===== src/rtl/b64d_pkg.sv =====
// ----------------------------------------------------------------------------
// b64d_pkg
// Shared types, codes and the alphabet lookup for the streaming base64 decoder.
// ----------------------------------------------------------------------------
package b64d_pkg;

	// result status codes
	localparam logic [1:0] ST_DATA = 2'd0;
	localparam logic [1:0] ST_OK   = 2'd1;
	localparam logic [1:0] ST_ERR  = 2'd2;

	localparam logic [7:0] PAD_CHAR   = 8'h3D;
	localparam logic [6:0] NOT_SEXTET = 7'd64;

	// run mode, one-hot
	typedef enum logic [2:0] {
		MODE_DECODING = 3'b001,
		MODE_STOPPED  = 3'b010,
		MODE_ERROR    = 3'b100
	} mode_t;

	// decoder state carried from item to item
	typedef struct packed {
		logic [1:0]  pos;
		logic [17:0] acc;
		logic [1:0]  pads;
		mode_t       mode;
	} dec_state_t;

	// everything one item produces
	typedef struct packed {
		dec_state_t  nxt;
		logic [23:0] val;
		logic [1:0]  nbytes;
		logic        has_close;
		logic        close_err;
	} dec_result_t;

	// sextet of an alphabet character, NOT_SEXTET otherwise
	function automatic logic [6:0] sextet_of(input logic [7:0] c);
		logic [7:0] d;
		d = 8'd0;
		if (c >= 8'h41 && c <= 8'h5A) begin
			d = c - 8'h41;
		end else if (c >= 8'h61 && c <= 8'h7A) begin
			d = c - 8'h61 + 8'd26;
		end else if (c >= 8'h30 && c <= 8'h39) begin
			d = c - 8'h30 + 8'd52;
		end else if (c == 8'h2B) begin
			d = 8'd62;
		end else if (c == 8'h2F) begin
			d = 8'd63;
		end else begin
			d = {1'b0, NOT_SEXTET};
		end
		return d[6:0];
	endfunction

endpackage


===== src/rtl/b64d_decode.sv =====
// ----------------------------------------------------------------------------
// b64d_decode
// Combinational step: one character against the current state gives the next
// state and the bytes and closing result that the character causes.
// ----------------------------------------------------------------------------
module b64d_decode (
	input  logic [7:0]              in_char,
	input  logic                    end_of_string,
	input  b64d_pkg::dec_state_t    cur,
	output b64d_pkg::dec_result_t   res
);

	logic [6:0]  sx_raw;
	logic        not_sx;
	logic        is_pad;
	logic [5:0]  sx;
	logic [1:0]  pads_n;
	logic        decoding;
	b64d_pkg::dec_state_t nxt;

	assign sx_raw = b64d_pkg::sextet_of(in_char);
	assign not_sx = (sx_raw == b64d_pkg::NOT_SEXTET);
	assign is_pad = (in_char == b64d_pkg::PAD_CHAR);
	assign sx     = is_pad ? 6'd0 : sx_raw[5:0];
	assign pads_n = is_pad ? cur.pads + 2'd1 : cur.pads;

	// modes other than decoding ignore the character; unused code acts as error
	always_comb begin
		unique case (cur.mode)
			b64d_pkg::MODE_DECODING: decoding = 1'b1;
			b64d_pkg::MODE_STOPPED:  decoding = 1'b0;
			b64d_pkg::MODE_ERROR:    decoding = 1'b0;
			default:                 decoding = 1'b0;
		endcase
	end

	// next state and group output
	always_comb begin
		nxt            = cur;
		res.val        = 24'd0;
		res.nbytes     = 2'd0;
		if (decoding) begin
			if (cur.pos == 2'd0 && not_sx && !is_pad) begin
				nxt.mode = b64d_pkg::MODE_STOPPED;
			end else if (is_pad && cur.pads >= 2'd2) begin
				nxt.mode = b64d_pkg::MODE_ERROR;
			end else if (!is_pad && (cur.pads != 2'd0 || not_sx)) begin
				nxt.mode = b64d_pkg::MODE_ERROR;
			end else if (cur.pos == 2'd3) begin
				// group complete
				res.val    = {cur.acc, sx};
				res.nbytes = 2'd3 - pads_n;
				nxt.pos    = 2'd0;
				nxt.acc    = 18'd0;
				nxt.pads   = 2'd0;
			end else begin
				nxt.acc  = {cur.acc[11:0], sx};
				nxt.pos  = cur.pos + 2'd1;
				nxt.pads = pads_n;
			end
			// string ends inside a group
			if (end_of_string && nxt.mode == b64d_pkg::MODE_DECODING && nxt.pos != 2'd0) begin
				nxt.mode = b64d_pkg::MODE_ERROR;
			end
		end

		res.has_close = end_of_string;
		res.close_err = !(nxt.mode == b64d_pkg::MODE_DECODING ||
		                  nxt.mode == b64d_pkg::MODE_STOPPED);

		// closing result returns everything to reset
		if (end_of_string) begin
			nxt.pos  = 2'd0;
			nxt.acc  = 18'd0;
			nxt.pads = 2'd0;
			nxt.mode = b64d_pkg::MODE_DECODING;
		end
		res.nxt = nxt;
	end

endmodule


===== src/rtl/base64_stream_decoder.sv =====
// ----------------------------------------------------------------------------
// base64_stream_decoder
// Streaming base64 decoder: characters in, decoded bytes and a closing status
// out.
// ----------------------------------------------------------------------------
// Usage:
//   Input channel (in_valid/in_ready) takes one character per item, with
//   end_of_string set on the final character of a string. Output channel
//   (out_valid/out_ready) gives one result per item: a data byte (status
//   data), or the closing result (status ok or error) after the final char.
//   run_last marks the last result caused by one input item.
//   The first result of an item is registered: the item passes the input
//   register, then the result register, waiting while that is not free.
//   Throughput: one character per cycle while none waits in the input
//   register. A character that causes results moves into the result
//   register only when that register is free or is giving its last
//   result; the fourth character of a group holds up to four results,
//   drained at one result per cycle while out_ready is high. Characters
//   that cause no result pass while results drain.
//   Reset: clears the valid flags, result index and decoder state.
//   When the receiver stalls, the result register holds, the next
//   character that causes results waits in the input register, and
//   in_ready drops.
// ----------------------------------------------------------------------------
module base64_stream_decoder (
	input  logic       clk,
	input  logic       arst_n,
	input  logic       in_valid,
	output logic       in_ready,
	input  logic [7:0] in_char,
	input  logic       end_of_string,
	output logic       out_valid,
	input  logic       out_ready,
	output logic [7:0] out_byte,
	output logic [1:0] status,
	output logic       run_last
);

	// input register
	logic       valid_s1;
	logic [7:0] char_s1;
	logic       eos_s1;

	// decoder state
	b64d_pkg::dec_state_t  state_q;
	b64d_pkg::dec_result_t dec;

	// result register: up to three bytes plus a closing result
	logic        res_valid_s2;
	logic [23:0] res_val_s2;
	logic [1:0]  res_nbytes_s2;
	logic        res_close_s2;
	logic        res_err_s2;
	logic [1:0]  res_idx_q;

	logic [2:0]  res_total;
	logic        res_last;
	logic        res_done;
	logic        res_free;
	logic        dec_has_out;
	logic        adv_s1;

	b64d_decode u_decode (
		.in_char       (char_s1),
		.end_of_string (eos_s1),
		.cur           (state_q),
		.res           (dec)
	);

	// handshake control
	assign res_total   = {1'b0, res_nbytes_s2} + {2'b00, res_close_s2};
	assign res_last    = ({1'b0, res_idx_q} + 3'd1) == res_total;
	assign res_done    = res_valid_s2 && out_ready && res_last;
	assign res_free    = !res_valid_s2 || res_done;
	assign dec_has_out = (dec.nbytes != 2'd0) || dec.has_close;
	assign adv_s1      = valid_s1 && (!dec_has_out || res_free);
	assign in_ready    = !valid_s1 || adv_s1;

	// input register
	always_ff @(posedge clk or negedge arst_n) begin
		if (!arst_n) begin
			valid_s1 <= 1'b0;
		end else if (in_ready) begin
			valid_s1 <= in_valid;
		end
	end

	always_ff @(posedge clk) begin
		if (in_ready && in_valid) begin
			char_s1 <= in_char;
			eos_s1  <= end_of_string;
		end
	end

	// decoder state
	always_ff @(posedge clk or negedge arst_n) begin
		if (!arst_n) begin
			state_q.pos  <= 2'd0;
			state_q.acc  <= 18'd0;
			state_q.pads <= 2'd0;
			state_q.mode <= b64d_pkg::MODE_DECODING;
		end else if (adv_s1) begin
			state_q <= dec.nxt;
		end
	end

	// result register control
	always_ff @(posedge clk or negedge arst_n) begin
		if (!arst_n) begin
			res_valid_s2 <= 1'b0;
			res_idx_q    <= 2'd0;
		end else if (adv_s1 && dec_has_out) begin
			res_valid_s2 <= 1'b1;
			res_idx_q    <= 2'd0;
		end else if (res_done) begin
			res_valid_s2 <= 1'b0;
			res_idx_q    <= 2'd0;
		end else if (res_valid_s2 && out_ready) begin
			res_idx_q <= res_idx_q + 2'd1;
		end
	end

	always_ff @(posedge clk) begin
		if (adv_s1 && dec_has_out) begin
			res_val_s2    <= dec.val;
			res_nbytes_s2 <= dec.nbytes;
			res_close_s2  <= dec.has_close;
			res_err_s2    <= dec.close_err;
		end
	end

	// result select
	always_comb begin
		out_valid = res_valid_s2;
		run_last  = res_last;
		if (res_idx_q < res_nbytes_s2) begin
			status = b64d_pkg::ST_DATA;
			case (res_idx_q)
				2'd0:    out_byte = res_val_s2[23:16];
				2'd1:    out_byte = res_val_s2[15:8];
				default: out_byte = res_val_s2[7:0];
			endcase
		end else begin
			out_byte = 8'd0;
			status   = res_err_s2 ? b64d_pkg::ST_ERR : b64d_pkg::ST_OK;
		end
	end

`ifndef NO_ASSERTIONS
	// index stays inside the held results
	a_idx_range: assert property (@(posedge clk) disable iff (!arst_n)
		res_valid_s2 |-> ({1'b0, res_idx_q} < res_total))
		else $error("result index past held results");

	// a held entry always has something to give
	a_nonempty: assert property (@(posedge clk) disable iff (!arst_n)
		res_valid_s2 |-> (res_total != 3'd0))
		else $error("empty result entry");

	// closing result is always the last of its item and carries no byte
	a_close_last: assert property (@(posedge clk) disable iff (!arst_n)
		(out_valid && status != b64d_pkg::ST_DATA) |-> (run_last && out_byte == 8'd0))
		else $error("closing result not last or has a byte");

	// a final character returns the state to reset
	a_eos_reset: assert property (@(posedge clk) disable iff (!arst_n)
		(adv_s1 && eos_s1) |=> (state_q.pos == 2'd0 && state_q.pads == 2'd0 &&
		                        state_q.mode == b64d_pkg::MODE_DECODING))
		else $error("state not cleared after final character");

	// results never overwritten before delivered
	a_no_overrun: assert property (@(posedge clk) disable iff (!arst_n)
		(adv_s1 && dec_has_out) |-> res_free)
		else $error("result register overwritten");
`endif

endmodule

===== config.mk =====
export PLATFORM = sky130hd
export DESIGN_NAME = base64_stream_decoder
export DESIGN_NICKNAME = d
export VERILOG_FILES = /design/src/rtl/b64d_pkg.sv /design/src/rtl/b64d_decode.sv /design/src/rtl/base64_stream_decoder.sv
export SDC_FILE = /design/constraint.sdc
export NUM_CORES = 1
export LEC_CHECK = 0
export ABC_CLOCK_PERIOD_IN_PS = 4250
export BUFFER_PORTS_ARGS = -buffer_cell sky130_fd_sc_hd__buf_2
export CAP_MARGIN = 40
export CORE_AREA = 2 2 97 99
export DETAILED_ROUTE_END_ITERATION = 8
export DIE_AREA = 0 0 99 101
export PLACE_DENSITY = 0.61
export SLEW_MARGIN = 20
export SYNTH_ARGS = -nofsm -noshare
export SYNTH_HDL_FRONTEND = slang
export SYNTH_SLANG_ARGS = --single-unit

===== constraint.sdc =====
create_clock -name clk -period 4.25 [get_ports clk]
set_clock_uncertainty 0.15 [all_clocks]
set_input_delay 0.6375 -clock clk [delete_from_list [all_inputs] [get_ports clk]]
set_output_delay 0.6375 -clock clk [all_outputs]
set_load 0.1 [all_outputs]

# Word-level counts from Yosys, hierarchy flattened
# Cells that the tools add are included.
# totals
regBits,66
inputBits,13
output_inout_bits,13
elab_cells,118
# op_classes
add_sub_neg,11
order_cmp,8
n_eq_ne,14
n_mux,34
n_bitwise,2
n_reduce_logical,36
# op_table
cell,count
$mux W22,5
$mux W25,2
$mux W7,5
$eq A8 B6 Y1 const B,3
$mux W2,11
$ge A8 B7 Y1 const B,2
$le A8 B7 Y1 const B,2
$pmux W8 S2,1
$mux W3,5
$logic_and A1 B1 Y1,14
$sub A7 B7 Y7 const B,2
$reduce_bool A2 Y1,5
$eq A3 B1 Y1 const B,3
$ge A8 B6 Y1 const B,1
$le A8 B6 Y1 const B,1
$mux W8,1
$add A7 B5 Y7 const B,1
$add A7 B6 Y7 const B,1
$eq A7 B7 Y1 const B,1
$sub A7 B6 Y7 const B,1
$add A2 B1 Y2 const B,3
$logic_or A1 B1 Y1,6
$mux W6,1
$ne A2 B2 Y1 const B,3
other kinds (17),25

# Longest topological paths before layout
# depth
depth_word,21
ltp_mapped,11
ltp_nobuf,9

# By module
# Synthesis repeated with hierarchy kept, for this count alone.
# hier_totals
cells_unflattened,404
hier_area_um2,4102.7
# modules_own_cells
module,instances,cells_each,area_per_inst_um2,seq_area_each_um2
base64_stream_decoder,1,160,2555.0,1838.0
b64d_decode,1,244,1547.7,0.0

# Worst setup path after synthesis
# OpenSTA, ideal clock, no wires.
# synth_timing
kind,reg-to-reg
startpoint,reg char_s1[3]
endpoint,"reg res_close_s2, enable pin"
setup_ns,0.413
arrival_time_ns,3.170
t_required_ns,3.687
setup_slack_ns,0.517
stages_incl_launch_ff,10
n_path_buf,1
period_less_slack_ns,3.733
path_cell_list,edfxtp_1 -> ha_1 -> buf_2 -> a21oi_2 -> nor2_1 -> a2111o_1 -> and4_4 -> o21bai_4 -> a21oi_1 -> nor2_1
# synth_via
elab_chain_len,19
word_cells_on_any_way,42
cone_classes,6 x add/sub; 6 x order compare; 4 x eq/ne; 11 x mux; 15 x reduce/logical
# synth_rtl
item,line_no,source
start: declaration,base64_stream_decoder.sv:41,logic [7:0] char_s1;
start signal: assignment,base64_stream_decoder.sv:90,char_s1 <= in_char;
branches (longest 11 deep; another with $sub A7 B6 Y7),n/a,
$mux W2 (*),b64d_decode.sv:43,if (cur.pos == 2'd0 && not_sx && !is_pad) begin
$mux W2 (*),b64d_decode.sv:42,if (decoding) begin
$reduce_bool A2 Y1 (*),base64_stream_decoder.sv:75,assign dec_has_out = (dec.nbytes != 2'd0) || dec.has_close;
$logic_or A1 B1 Y1 (*),base64_stream_decoder.sv:75,
$logic_not A1 Y1,base64_stream_decoder.sv:76,assign adv_s1 = valid_s1 && (!dec_has_out || res_free);
$logic_or A1 B1 Y1,base64_stream_decoder.sv:76,
$logic_and A1 B1 Y1,base64_stream_decoder.sv:76,
$logic_and A1 B1 Y1 (*),base64_stream_decoder.sv:124,if (adv_s1 && dec_has_out) begin
end signal: assignment,base64_stream_decoder.sv:127,res_close_s2 <= dec.has_close;
end: declaration,base64_stream_decoder.sv:52,logic res_close_s2;
# Every way passes the cells marked *.
# A chain may end at the register's enable or synchronous reset.

# Worst setup path in the final report
# layout_timing
startpoint,reg char_s1[1]
endpoint,out in_ready
# layout_via
elab_chain_len,19
word_cells_on_any_way,42
cone_classes,6 x add/sub; 6 x order compare; 4 x eq/ne; 11 x mux; 15 x reduce/logical
# layout_rtl
item,line_no,source
branches (longest 11 deep; another with $sub A7 B6 Y7),n/a,
$mux W2 (*),b64d_decode.sv:43,
$mux W2 (*),b64d_decode.sv:42,
$reduce_bool A2 Y1 (*),base64_stream_decoder.sv:75,
$logic_or A1 B1 Y1 (*),base64_stream_decoder.sv:75,
$logic_not A1 Y1 (*),base64_stream_decoder.sv:76,
$logic_or A1 B1 Y1 (*),base64_stream_decoder.sv:76,
$logic_and A1 B1 Y1 (*),base64_stream_decoder.sv:76,
$logic_or A1 B1 Y1 (*),base64_stream_decoder.sv:77,assign in_ready = !valid_s1 || adv_s1;
end: declaration,base64_stream_decoder.sv:29,"output logic in_ready,"
# Marked as above.

==> impl_metrics.json <==
{
  "diodes": 0,
  "worstPathMaxFanout": 7,
  "drc": 0,
  "first_pass_iters": 4,
  "overflow": 0,
  "core_mm2": 0.00898,
  "cp.required_ps": 3460,
  "numPortBuffers": 25,
  "synth-main-ff-cell": "edfxtp_1",
  "drtAntennaViolNets": 0,
  "synth_area_mm2": 0.00352,
  "cts_tree": "yes",
  "end_kind": "primary output",
  "clkTransAtPathRegs_ps": 80,
  "ys_warn_count": 0,
  "grt_max_degree": 30,
  "crit_type": "reg -> out",
  "grt_pass1_vias": 2365,
  "cp.arrival_ps": 3000,
  "fmax_mhz": 264,
  "place_hpwl_mm": 4.95,
  "avgSynthCellArea_um2": 11.1,
  "gp_congestion": 0.963,
  "clock_latency_ps": 340,
  "dpl_cell_area_mm2": 0.00374,
  "met2_length_mm": 3.03,
  "slew_violations": 0,
  "ios": 26,
  "routed_wl_mm": 6.80,
  "dr_wl_met3_um": 285,
  "cts_sinks": 66,
  "tightest_slew_ps": 790,
  "setup_viol": 0,
  "final_area_mm2": 0.00397,
  "synthMuxAreaShare_pct": 0.639,
  "met1Wirelength_mm": 3.38,
  "synthArstFlopShare_pct": 43.9,
  "yosysTopAreaCell": "edfxtp_1",
  "relSlewSlack_pct": 47.3,
  "seq_area_frac_synth_pct": 52.2,
  "synth_top_family_by_area": "compound AO/OA/AOI/OAI gates",
  "vias": 2452,
  "post-cts-setup-buffers": 0,
  "hold_path_class": "in -> async",
  "htreeDepth": 3,
  "fin_setup_tns_ps": 0,
  "outcome": "finished clean",
  "cts_hold_buf": 0,
  "die_h_um": 101,
  "wl_per_cell_um": 14.8,
  "antenna_found_initial": 0,
  "synthTopCellsByArea": "edfxtp_1, dfrtp_1, ha_1, and3_1, a22o_1",
  "finalNetCount": 375,
  "synthAdderAreaFrac_pct": 6.39,
  "die_area_mm2": 0.0100,
  "synth_compound_area_share_pct": 18.5,
  "grt_pass1_wl_mm": 11.6,
  "first_iter_violations": 141,
  "routed.top_layer": "met4",
  "ys_types": 54,
  "synth.top_cell.area_share_pct": 31.5,
  "cts-root-buf": "clkbuf_8",
  "drive_gt1_share_pct": 16.9,
  "drv_cap": 0,
  "syn_nets": 347,
  "initial_utilization_pct": 39.2,
  "vias_per_cell": 5.33,
  "powerDensity_mw_per_mm2": 679,
  "synth-seq-cells": 66,
  "synth-edff-count": 37,
  "layout_worst_path_cycle_share_pct": 89.2,
  "ir_worst_vdd_v": 0.000417,
  "power.leakage_nw": 1.70,
  "cts_resized": 0,
  "synth_xor_area_share_pct": 1.49,
  "die_w_um": 99,
  "synthSimpleGateAreaFrac_pct": 16.8,
  "final-hold-violation-count": 0,
  "fin_crit_ps": 3790,
  "rsz0062_at_grt": "false",
  "cts_made_buffers": 9,
  "synthToLayoutAreaGrowth_pct": 12.5,
  "cts_buffer_depth": 2,
  "core.rowCount": 35,
  "cp-start-kind": "register",
  "track_usage_pct": 14.7,
  "netlist_instances": 316
}
==> final cells by class <==
cell class              instances  area, um2
flip-flops and latches         66       1840
inverters                      18       67.6
repair buffers                 29        151
fillers                       826       5010
well taps                     111        139
clock inverters                 7        100
clock buffers                   9        124
multi-input cells             220       1550
==> flip-flops by register name, indices dropped and copies added (netlist names), 2 cells and up <==
name,count
res_val_s2,24
res_idx_q,2
char_s1,8
state_q,25
res_nbytes_s2,2
==> layout by cell type, fill, tap and decap left out, drive strengths merged, types with 2 or more instances in the layout <==
master and instances:
and4bb 2, a211oi 5, nand3 10, nand4 2, inv 20, nand2b 6
mux2 2, o2bb2ai 5, or3 2, and3 21, a41oi 2, a31oi 6
o22ai 4, and2 6, bufinv 2, xnor2 4, buf 29, nor2 12
xor2 2, a21oi 16, a22o 14, a32o 2, nor3 5, dfrtp 28
edfxtp 37, nand2 30, ha 18, o21ai 9, clkinv 3, clkbuf 9
a22oi 8, nor4 2, nor2b 7, o21a 2, a21o 3, o31ai 2
==> cell usage after synthesis (2+ instances only) <==
cell       instances
buf_6              2
nand3_2            2
clkbuf_1           6
or3_1              2
nor4_2             2
nand4_1            2
o21a_1             2
nand2_1           30
xnor2_1            4
and3_1            21
a32o_1             2
nor2b_1            7
dfrtp_1           28
mux2_2             2
buf_2              3
nand3_1            8
xor2_1             2
nor3_1             5
ha_1              18
inv_1             18
o2bb2ai_1          5
a21o_1             3
a21oi_1           15
a22o_1            14
nor2_1            12
o22ai_1            4
nand2b_1           6
a22oi_1            8
a211oi_1           5
a31oi_1            5
o21ai_0            8
and2_1             6
edfxtp_1          37
a41oi_1            2
==> logic make-up after synthesis <==
kind of cell               Yosys count
muxes                                2
xor gates and xnor gates             6
AOI/OAI and AO/OA                   87
buffers and inverters               30
DFF                                 66
adders and majority gates           18
and+or+nand+nor                    107
==> stage by stage <==
step                total power, mW  std cells  hold WS, ps  setup WS (ps)  utilization [%]
floorplan                      1.91        316          192            517                -
global placement               2.12        443          327            913             41.6
detailed placement             2.12        444          327            828             41.7
CTS                            2.72        460          182            449             44.2
global route                   2.85        460          208            228             44.2
finish                         2.69        460          173            460             44.2
==> where the power goes <==
part	internal [mW]	switching [mW]	leakage [nW]
Clock	0.335	0.251	0.114
Combinational	0.287	0.941	0.844
Sequential	0.798	0.0795	0.739
Total	1.42	1.27	1.70
==> worst paths after layout <==
check | from | endpoint | slack (ps) | cells after the start
max | char_s1[1] | in_ready | 460 | 10
min | arst_n | valid_s1 | 170 | 1
max reg2reg | char_s1[2] | res_val_s2[1] | 940 | 10
min reg2reg | state_q[22] | state_q[22] | 350 | 1
max in group asynchronous | arst_n | state_q[16] | 3340 | 1
min in group clk | in_char[1] | char_s1[1] | 320 | 1
==> layer usage <==
metal | track usage, % | vias up
li1 | - | 1241
met1 | 20.0 | 1144
met2 | 22.0 | 59
met3 | 3.40 | 8
met4 | 7.06 | 0
met5 | 0 | -
==> critical path, stage by stage, from the launching register on <==
cell,delay (ps)
edfxtp_1,500
inv_1,170
ha_1,240
nand2_1,120
o31ai_2,290
a2111o_1,310
and4_4,300
o21bai_4,60
a21o_1,180
nand3_1,80
buf_2,440
No activity file was read; power rests on OpenSTA's default activity.
